[src/hw/rtl/b64enc_pkg.sv]
// Shared types, constants and the sextet-to-character map for the Base64 encoder.
`timescale 1ns / 1ps
`default_nettype none

package b64enc_pkg;

    localparam int QUEUE_DEPTH_DEF = 4;

    localparam logic [6:0] PAD_CHAR   = 7'h3D;  // '='
    localparam logic [6:0] PLUS_CHAR  = 7'h2B;  // '+'
    localparam logic [6:0] SLASH_CHAR = 7'h2F;  // '/'

    typedef struct packed {
        logic [7:0] data_byte;
        logic       is_final;
    } in_item_t;

    typedef struct packed {
        logic [6:0] out_char;
        logic       end_of_text;
    } out_item_t;

    // One accepted byte worth of characters, handed from front to back.
    typedef struct packed {
        logic [3:0][6:0] chars;
        logic [1:0]      last_idx;
        logic            fin;
    } job_t;

    typedef enum logic [2:0] {
        PH_ZERO = 3'b001,
        PH_ONE  = 3'b010,
        PH_TWO  = 3'b100
    } phase_t;

    function automatic logic [6:0] sextet_char(input logic [5:0] v);
        logic [6:0] c;
        if (v < 6'd26)
        begin
            c = 7'h41 + {1'b0, v};
        end
        else if (v < 6'd52)
        begin
            c = 7'd71 + {1'b0, v};
        end
        else if (v < 6'd62)
        begin
            c = {1'b0, v} - 7'd4;
        end
        else if (v == 6'd62)
        begin
            c = PLUS_CHAR;
        end
        else
        begin
            c = SLASH_CHAR;
        end
        return c;
    endfunction

endpackage

`default_nettype wire

[src/hw/rtl/b64enc_front.sv]
// Front end: tracks the group position and turns each byte into a character job.
`timescale 1ns / 1ps
`default_nettype none

module b64enc_front (
    input  wire logic                 clk,
    input  wire logic                 rst_n,
    input  wire logic                 push,
    input  wire logic                 full,
    input  wire b64enc_pkg::in_item_t data,
    output logic                      job_wr,
    output b64enc_pkg::job_t          job
);
    import b64enc_pkg::*;

    phase_t     phase_reg, phase_next;
    logic [5:0] leftover_reg, leftover_next;
    logic [7:0] b;
    logic [5:0] lo;

    assign job_wr = push && !full;
    assign b      = data.data_byte;

    always_comb
    begin
        job.chars    = {4{PAD_CHAR}};
        job.last_idx = 2'd0;
        job.fin      = data.is_final;
        lo           = 6'd0;
        phase_next   = PH_ZERO;
        unique case (phase_reg)
            PH_ONE:
            begin
                lo            = {b[3:0], 2'b00};
                job.chars[0]  = sextet_char(leftover_reg | {2'b00, b[7:4]});
                job.chars[1]  = sextet_char(lo);
                job.last_idx  = data.is_final ? 2'd2 : 2'd0;
                phase_next    = PH_TWO;
            end
            PH_TWO:
            begin
                job.chars[0]  = sextet_char(leftover_reg | {4'b0000, b[7:6]});
                job.chars[1]  = sextet_char(b[5:0]);
                job.last_idx  = 2'd1;
                phase_next    = PH_ZERO;
            end
            default:
            begin
                lo            = {b[1:0], 4'b0000};
                job.chars[0]  = sextet_char(b[7:2]);
                job.chars[1]  = sextet_char(lo);
                job.last_idx  = data.is_final ? 2'd3 : 2'd0;
                phase_next    = PH_ONE;
            end
        endcase
        leftover_next = lo;
        // drop back to the start of a group after the last byte
        if (data.is_final)
        begin
            phase_next    = PH_ZERO;
            leftover_next = 6'd0;
        end
    end

    always_ff @(posedge clk or negedge rst_n)
    begin
        if (!rst_n)
        begin
            phase_reg    <= PH_ZERO;
            leftover_reg <= 6'd0;
        end
        else if (job_wr)
        begin
            phase_reg    <= phase_next;
            leftover_reg <= leftover_next;
        end
    end

    a_final_resets: assert property (@(posedge clk) disable iff (!rst_n)
        job_wr && data.is_final |=> phase_reg == PH_ZERO && leftover_reg == 6'd0)
        else $error("group state not cleared after final byte");

    a_zero_no_leftover: assert property (@(posedge clk) disable iff (!rst_n)
        phase_reg == PH_ZERO |-> leftover_reg == 6'd0)
        else $error("leftover bits held at start of group");

    a_two_emits_pair: assert property (@(posedge clk) disable iff (!rst_n)
        job_wr && phase_reg == PH_TWO |-> job.last_idx == 2'd1)
        else $error("third byte of group must give two characters");

endmodule

`default_nettype wire

[src/hw/rtl/b64enc_queue.sv]
// Short job queue between front and back, show-ahead read.
`timescale 1ns / 1ps
`default_nettype none

module b64enc_queue #(
    parameter int DEPTH = b64enc_pkg::QUEUE_DEPTH_DEF
) (
    input  wire logic             clk,
    input  wire logic             rst_n,
    input  wire logic             wr_en,
    input  wire b64enc_pkg::job_t wr_job,
    output logic                  full,
    input  wire logic             rd_en,
    output logic                  rd_valid,
    output b64enc_pkg::job_t      rd_job
);
    import b64enc_pkg::*;

    localparam int PTR_W = (DEPTH > 1) ? $clog2(DEPTH) : 1;
    localparam int CNT_W = $clog2(DEPTH + 1);
    localparam logic [PTR_W-1:0] LAST_PTR  = PTR_W'(DEPTH - 1);
    localparam logic [CNT_W-1:0] FULL_CNT  = CNT_W'(DEPTH);

    job_t             mem [DEPTH];
    logic [PTR_W-1:0] wr_ptr_reg, wr_ptr_next;
    logic [PTR_W-1:0] rd_ptr_reg, rd_ptr_next;
    logic [CNT_W-1:0] count_reg, count_next;

    assign full     = (count_reg == FULL_CNT);
    assign rd_valid = (count_reg != '0);
    assign rd_job   = mem[rd_ptr_reg];

    always_comb
    begin
        wr_ptr_next = wr_ptr_reg;
        rd_ptr_next = rd_ptr_reg;
        count_next  = count_reg;
        if (wr_en)
        begin
            wr_ptr_next = (wr_ptr_reg == LAST_PTR) ? '0 : wr_ptr_reg + 1'b1;
        end
        if (rd_en)
        begin
            rd_ptr_next = (rd_ptr_reg == LAST_PTR) ? '0 : rd_ptr_reg + 1'b1;
        end
        if (wr_en && !rd_en)
        begin
            count_next = count_reg + 1'b1;
        end
        else if (rd_en && !wr_en)
        begin
            count_next = count_reg - 1'b1;
        end
    end

    always_ff @(posedge clk)
    begin
        if (wr_en)
        begin
            mem[wr_ptr_reg] <= wr_job;
        end
    end

    always_ff @(posedge clk or negedge rst_n)
    begin
        if (!rst_n)
        begin
            wr_ptr_reg <= '0;
            rd_ptr_reg <= '0;
            count_reg  <= '0;
        end
        else
        begin
            wr_ptr_reg <= wr_ptr_next;
            rd_ptr_reg <= rd_ptr_next;
            count_reg  <= count_next;
        end
    end

    a_no_underflow: assert property (@(posedge clk) disable iff (!rst_n)
        rd_en |-> count_reg != '0)
        else $error("job queue read while empty");

    a_no_overflow: assert property (@(posedge clk) disable iff (!rst_n)
        wr_en |-> count_reg != FULL_CNT)
        else $error("job queue written while full");

    a_count_tracks: assert property (@(posedge clk) disable iff (!rst_n)
        wr_en && !rd_en |=> count_reg == $past(count_reg) + 1'b1)
        else $error("job queue count lost a write");

endmodule

`default_nettype wire

[src/hw/rtl/b64enc_back.sv]
// Back end: walks each job one character per cycle into the output register while it is free.
`timescale 1ns / 1ps
`default_nettype none

module b64enc_back (
    input  wire logic             clk,
    input  wire logic             rst_n,
    input  wire logic             q_valid,
    input  wire b64enc_pkg::job_t q_job,
    output logic                  q_pop,
    output logic                  empty,
    input  wire logic             pop,
    output b64enc_pkg::out_item_t result
);
    import b64enc_pkg::*;

    job_t      job_reg;
    logic      job_valid_reg, job_valid_next;
    logic [1:0] idx_reg, idx_next;
    out_item_t out_reg;
    logic      out_valid_reg, out_valid_next;
    logic      out_load, job_done, at_last;

    assign at_last  = (idx_reg == job_reg.last_idx);
    assign out_load = job_valid_reg && (!out_valid_reg || pop);
    assign job_done = out_load && at_last;
    assign q_pop    = q_valid && (!job_valid_reg || job_done);

    assign empty  = !out_valid_reg;
    assign result = out_reg;

    always_comb
    begin
        job_valid_next = job_valid_reg;
        idx_next       = idx_reg;
        if (q_pop)
        begin
            job_valid_next = 1'b1;
            idx_next       = 2'd0;
        end
        else if (job_done)
        begin
            job_valid_next = 1'b0;
        end
        else if (out_load)
        begin
            idx_next = idx_reg + 1'b1;
        end

        out_valid_next = out_valid_reg;
        if (out_load)
        begin
            out_valid_next = 1'b1;
        end
        else if (pop)
        begin
            out_valid_next = 1'b0;
        end
    end

    always_ff @(posedge clk)
    begin
        if (q_pop)
        begin
            job_reg <= q_job;
        end
        if (out_load)
        begin
            out_reg.out_char    <= job_reg.chars[idx_reg];
            out_reg.end_of_text <= job_reg.fin && at_last;
        end
    end

    always_ff @(posedge clk or negedge rst_n)
    begin
        if (!rst_n)
        begin
            job_valid_reg <= 1'b0;
            idx_reg       <= 2'd0;
            out_valid_reg <= 1'b0;
        end
        else
        begin
            job_valid_reg <= job_valid_next;
            idx_reg       <= idx_next;
            out_valid_reg <= out_valid_next;
        end
    end

    a_idx_in_range: assert property (@(posedge clk) disable iff (!rst_n)
        job_valid_reg |-> idx_reg <= job_reg.last_idx)
        else $error("character index past end of job");

    a_pop_starts_job: assert property (@(posedge clk) disable iff (!rst_n)
        q_pop |=> job_valid_reg && idx_reg == 2'd0)
        else $error("new job did not start at first character");

    a_hold_result: assert property (@(posedge clk) disable iff (!rst_n)
        out_valid_reg && !pop |=> out_valid_reg && $stable(out_reg))
        else $error("waiting character changed or dropped");

endmodule

`default_nettype wire

[src/hw/rtl/base64_stream_encoder.sv]
// An accepted byte goes through the job queue and the job register to the output
// register. Throughput: one byte per cycle while the job queue has room; the output
// side gives one character per cycle while pop keeps up, so the sustained rate is
// four characters per three bytes.
// Reset: rst_n clears the group position, the job queue and both output stages.
`timescale 1ns / 1ps
`default_nettype none

module base64_stream_encoder #(
    parameter int QUEUE_DEPTH = b64enc_pkg::QUEUE_DEPTH_DEF
) (
    input  wire logic                  clk,
    input  wire logic                  rst_n,
    input  wire logic                  push,
    output logic                       full,
    input  wire b64enc_pkg::in_item_t  data,
    output logic                       empty,
    input  wire logic                  pop,
    output b64enc_pkg::out_item_t      result
);
    import b64enc_pkg::*;

    logic job_wr;
    job_t job_in;
    logic q_valid;
    logic q_pop;
    job_t q_job;

    b64enc_front u_front (
        .clk    (clk),
        .rst_n  (rst_n),
        .push   (push),
        .full   (full),
        .data   (data),
        .job_wr (job_wr),
        .job    (job_in)
    );

    b64enc_queue #(
        .DEPTH (QUEUE_DEPTH)
    ) u_queue (
        .clk      (clk),
        .rst_n    (rst_n),
        .wr_en    (job_wr),
        .wr_job   (job_in),
        .full     (full),
        .rd_en    (q_pop),
        .rd_valid (q_valid),
        .rd_job   (q_job)
    );

    b64enc_back u_back (
        .clk     (clk),
        .rst_n   (rst_n),
        .q_valid (q_valid),
        .q_job   (q_job),
        .q_pop   (q_pop),
        .empty   (empty),
        .pop     (pop),
        .result  (result)
    );

endmodule

`default_nettype wire
[config.mk]
export PLATFORM = sky130hd
export DESIGN_NAME = base64_stream_encoder
export DESIGN_NICKNAME = d
export VERILOG_FILES = /design/src/hw/rtl/b64enc_pkg.sv /design/src/hw/rtl/b64enc_front.sv /design/src/hw/rtl/b64enc_queue.sv /design/src/hw/rtl/b64enc_back.sv /design/src/hw/rtl/base64_stream_encoder.sv
export SDC_FILE = /design/constraint.sdc
export NUM_CORES = 1
export LEC_CHECK = 0
export BUFFER_PORTS_ARGS = -buffer_cell sky130_fd_sc_hd__buf_2
export CAP_MARGIN = 40
export CORE_UTILIZATION = 45
export CTS_CLUSTER_SIZE = 20
export DETAILED_ROUTE_END_ITERATION = 16
export PLACE_DENSITY = 0.61
export SLEW_MARGIN = 15
export SYNTH_ARGS = -nofsm -noshare
export SYNTH_HDL_FRONTEND = slang
export SYNTH_HIERARCHICAL = 1
export SYNTH_SLANG_ARGS = --single-unit
export TNS_END_PERCENT = 30
[constraint.sdc]
create_clock -name clk -period 3.07 [get_ports clk]
set_input_delay 0.1535 -clock clk [delete_from_list [all_inputs] [get_ports clk]]
set_output_delay 0.1535 -clock clk [all_outputs]
set_load 0.01 [all_outputs]
==> flow_results.xml <==
<?xml version="1.0" encoding="UTF-8"?>
<metrics>
  <group name="detailed_routing">
    <metric name="detailedRoute.firstPassIterationCount" unit="">5</metric>
    <metric name="wl_per_instance" unit="um">20.8</metric>
    <metric name="vias" unit="">5347</metric>
    <metric name="remaining_drc_errors" unit="">0</metric>
    <metric name="total_routed_length" unit="um">19200</metric>
    <metric name="drt_iter0_drc" unit="">594</metric>
    <metric name="drt-vias-per-instance" unit="">5.80</metric>
    <metric name="route.antenna.remaining_nets" unit="">0</metric>
  </group>
  <group name="critical_path">
    <metric name="crit_path_cell_chain" unit="">xnor2_2, nand2_1, o21ai_1, and2_1, inv_1, ha_1, inv_1, fa_1, xor2_1, nor2_1, xor2_1</metric>
    <metric name="required" unit="ns">3.40</metric>
    <metric name="cp_startpoint_kind" unit="">flip-flop</metric>
    <metric name="critPathCaptureType" unit="">flip-flop</metric>
    <metric name="max_stage_delay" unit="ns">0.71</metric>
    <metric name="critical_path.max_fanout" unit="">12</metric>
    <metric name="signal_arrival_time_at_the_worst_endpoint" unit="ns">2.84</metric>
    <metric name="critical_path.slowest_cell" unit="">sky130_fd_sc_hd__dfrtp_1</metric>
    <metric name="criticalPathCategory" unit="">reg2reg</metric>
  </group>
  <group name="placed_design">
    <metric name="hpwl" unit="um">13200</metric>
    <metric name="post-place-cells" unit="">889</metric>
    <metric name="port_buffers" unit="">22</metric>
    <metric name="routabilityCongestion" unit="">0.910</metric>
  </group>
  <group name="synth">
    <metric name="synth_cells" unit="">616</metric>
    <metric name="yosys_register_bits" unit="">181</metric>
    <metric name="yosysMostFrequentCell" unit="">sky130_fd_sc_hd__edfxtp_1</metric>
    <metric name="yosysTopAreaCell" unit="">sky130_fd_sc_hd__edfxtp_1</metric>
    <metric name="yosys.cell_types.count" unit="">78</metric>
    <metric name="share_of_synthesized_flip_flops_with_an_asynchronous_set_or_reset" unit="%">9.94</metric>
    <metric name="synth_area_leaders" unit="">sky130_fd_sc_hd__edfxtp_1 (55%), sky130_fd_sc_hd__mux4_2 (8.8%), sky130_fd_sc_hd__dfrtp_1 (4.8%)</metric>
    <metric name="mappedNetlistArea" unit="um2">8940</metric>
    <metric name="synth_edf_count" unit="">163</metric>
    <metric name="synth_top_flop_cell" unit="">sky130_fd_sc_hd__edfxtp_1</metric>
    <metric name="yosys_warnings" unit="">6</metric>
    <metric name="yosysSeqAreaShare" unit="%">59.8</metric>
    <metric name="postSynthAreaPerCell" unit="um2">14.5</metric>
    <metric name="yosys.area.top_type_share" unit="%">54.8</metric>
    <metric name="synth_commonest_cells" unit="">sky130_fd_sc_hd__edfxtp_1 (163), sky130_fd_sc_hd__mux4_2 (35), sky130_fd_sc_hd__a21oi_1 (34)</metric>
  </group>
  <group name="floorplanning">
    <metric name="start_util" unit="%">45.9</metric>
    <metric name="dieArea" unit="um2">20400</metric>
    <metric name="die_x" unit="um">143</metric>
    <metric name="fp.coreArea" unit="um2">19500</metric>
    <metric name="placementRows" unit="">51</metric>
    <metric name="top_level_ports" unit="">23</metric>
    <metric name="die_h" unit="um">143</metric>
  </group>
  <group name="sta">
    <metric name="finClkSkew" unit="ns">0.0141</metric>
    <metric name="report.final.hold_viol_count" unit="">0</metric>
    <metric name="max_clock_freq" unit="MHz">399</metric>
    <metric name="worst-slew-pin-transition" unit="ns">0.678</metric>
    <metric name="totalNegativeSetupSlack" unit="ns">0</metric>
    <metric name="period_share" unit="%">81.6</metric>
    <metric name="total_count_of_max_transition_violations_in_the_final_report" unit="">0</metric>
    <metric name="slew-limit-headroom" unit="%">54.8</metric>
    <metric name="unrepaired_setup_endpoints_after_global_routing" unit="">no</metric>
    <metric name="final_setup_violation_count" unit="">0</metric>
    <metric name="period_minus_slack" unit="ns">2.51</metric>
  </group>
  <group name="final_layout">
    <metric name="multi_input_area" unit="um2">3170</metric>
    <metric name="layout-drive-gt1-share" unit="%">20.9</metric>
    <metric name="area_of_all_sequential_standard_cells" unit="um2">5350</metric>
    <metric name="num-fill-cells" unit="">1650</metric>
    <metric name="design.final.nets" unit="">684</metric>
    <metric name="flow.area_growth_from_synthesis" unit="%">10.2</metric>
    <metric name="largest_reg_flops" unit="">124</metric>
    <metric name="n_antenna_cell" unit="">0</metric>
    <metric name="final_instance_count_without_filler_cells" unit="">922</metric>
  </group>
  <group name="clock_network">
    <metric name="tritoncts" unit="">done</metric>
    <metric name="worstSkewPairLatency" unit="ns">0.42</metric>
    <metric name="worst_setup_hold_path_clk_slew" unit="ns">0.07</metric>
    <metric name="postCtsHoldBufs" unit="">1</metric>
    <metric name="cts-root-to-sink-buffers" unit="">2</metric>
    <metric name="clock_tree.root_cell" unit="">sky130_fd_sc_hd__clkbuf_16</metric>
    <metric name="cts_setup_buffers" unit="">0</metric>
    <metric name="tritoncts_num_sinks" unit="">181</metric>
    <metric name="numCtsBuffers" unit="">17</metric>
    <metric name="cts.htree.levels" unit="">4</metric>
    <metric name="cts-resized-gates" unit="">0</metric>
  </group>
  <group name="power">
    <metric name="peakVddDrop" unit="uV">420</metric>
    <metric name="power_per_cell_area" unit="nW/um2">850</metric>
    <metric name="p_total" unit="mW">8.37</metric>
    <metric name="power_leakage" unit="nW">3.38</metric>
  </group>
  <group name="grt">
    <metric name="global_route.usage.total" unit="%">20.1</metric>
    <metric name="grt_first_pass_wirelength" unit="um">30200</metric>
    <metric name="antenna_found_initial" unit="">0</metric>
    <metric name="globalRoute.totalOverflow" unit="">0</metric>
    <metric name="maximum_number_of_pins_on_one_net_before_global_route_repair" unit="">34</metric>
    <metric name="grt_pass1_vias" unit="">5409</metric>
  </group>
  <group name="outcome">
    <metric name="run_status" unit="">complete, no violations</metric>
  </group>
  <group name="job">
    <metric name="timing.max_cap.violations" unit="">0</metric>
  </group>
  <group name="worst_hold_path">
    <metric name="type_of_the_tightest_min_delay_check" unit="">in2reg</metric>
  </group>
</metrics>
final timing paths:
kind	from	end	slack, ns	depth (start not counted)
worst max-delay path	u_back/idx_reg[1]	u_queue/count_reg[2]	0.56	11
worst min-delay path	data[0]	u_queue/mem[3][0]	0.03	1
worst max register to register	u_back/idx_reg[1]	u_queue/count_reg[2]	0.56	11
worst min register to register	u_queue/count_reg[2]	u_queue/count_reg[2]	0.49	1
max in group asynchronous	rst_n	u_front/phase_reg[0]	2.53	2
min in group asynchronous	rst_n	u_queue/wr_ptr_reg[1]	0.21	2
metrics by stage:
| step | hold WS [ns] | instance area, um2 | setup WS [ns] | utilization [%] |
|---|---|---|---|---|
| 3_3_place_gp | 0.106 | 9230 | 0.268 | 47.4 |
| 5_1_grt | 0.00698 | 9850 | 0.315 | 50.6 |
| 4_1_cts | 0.0128 | 9850 | 0.516 | 50.6 |
| 6_report | 0.0336 | 9850 | 0.563 | 50.6 |
| 3_5_place_dp | 0.121 | 9240 | 0.270 | 47.5 |
| 2_1_floorplan | -0.142 | 8980 | 0.220 | - |
report_power, final:
group          switching (mW)  internal [mW]  leakage [nW]
logic                    1.28           1.09          1.39
clock network            1.00           1.10         0.286
registers               0.342           3.56          1.70
logic make-up (layout without fill, tap and decap cells):
group / count (synthesis) / after routing / synth area share [%]
flops: 181 / 181 / 59.8
compound gates: 139 / 139 / 10.3
simple gates: 131 / 131 / 8.05
buf+inv: 72 / 101 / 5.22
mux: 48 / 48 / 10.9
fa+ha+maj: 27 / 27 / 3.86
xor+xnor: 16 / 16 / 1.74
other cells: 2 / 14 / 0.0840
final cells by class:
cell class                      count  area share, %
Timing Repair Buffer               47           3.18
Inverter                           22          0.839
Clock inverter                     15           1.79
Multi-Input combinational cell    375           32.2
Sequential cell                   181           54.3
Clock buffer                       17           4.32
Tap cell                          265           3.37
critical path: cells and delay by family, from the launching register on:
| kind | cells | cell delay [ns] |
|---|---|---|
| buf+inv | 2 | 0.12 |
| flops | 1 | 0.71 |
| simple gates | 3 | 0.44 |
| fa+ha+maj | 2 | 0.59 |
| compound gates | 1 | 0.09 |
| xor+xnor | 3 | 0.48 |
placed cells by master (no fill, tap or decap), types with 4 or more instances in the layout:
master / instances
sky130_fd_sc_hd__nor2b_1: 6
sky130_fd_sc_hd__a31oi_1: 9
sky130_fd_sc_hd__o21ai_0: 28
sky130_fd_sc_hd__nor3_1: 7
sky130_fd_sc_hd__and2_1: 7
sky130_fd_sc_hd__buf_2: 22
sky130_fd_sc_hd__buf_4: 23
sky130_fd_sc_hd__dfrtp_1: 16
sky130_fd_sc_hd__conb_1: 14
sky130_fd_sc_hd__a21o_1: 4
sky130_fd_sc_hd__a311oi_1: 5
sky130_fd_sc_hd__clkbuf_16: 17
sky130_fd_sc_hd__a22oi_1: 4
sky130_fd_sc_hd__xnor2_1: 11
sky130_fd_sc_hd__a211o_1: 5
sky130_fd_sc_hd__nand2b_1: 7
sky130_fd_sc_hd__ha_1: 26
sky130_fd_sc_hd__a211oi_1: 7
sky130_fd_sc_hd__nand2_1: 25
sky130_fd_sc_hd__nand3_1: 19
sky130_fd_sc_hd__a2111oi_0: 4
sky130_fd_sc_hd__o221ai_1: 4
sky130_fd_sc_hd__clkinv_8: 5
sky130_fd_sc_hd__mux4_2: 35
sky130_fd_sc_hd__a22o_1: 4
sky130_fd_sc_hd__mux2i_1: 4
sky130_fd_sc_hd__inv_1: 22
sky130_fd_sc_hd__nor3b_1: 5
sky130_fd_sc_hd__mux2_2: 5
sky130_fd_sc_hd__inv_8: 4
sky130_fd_sc_hd__nor4_1: 4
sky130_fd_sc_hd__a21oi_1: 34
sky130_fd_sc_hd__or2_2: 4
sky130_fd_sc_hd__o211ai_1: 4
sky130_fd_sc_hd__edfxtp_1: 163
sky130_fd_sc_hd__or3_1: 4
sky130_fd_sc_hd__nor2_1: 22
layer usage:
metal / vias up / track usage, % / wire length [um] / share of wire, %
li1: 2455 / - / - / -
met1: 2680 / 26.4 / 8640 / 45
met2: 184 / 33.7 / 9450 / 49
met3: 28 / 3.69 / 811 / 4.2
met4: 0 / 6.40 / 303 / 1.6
met5: - / 0 / 0 / 0
(Power assumes the default switching activity.)
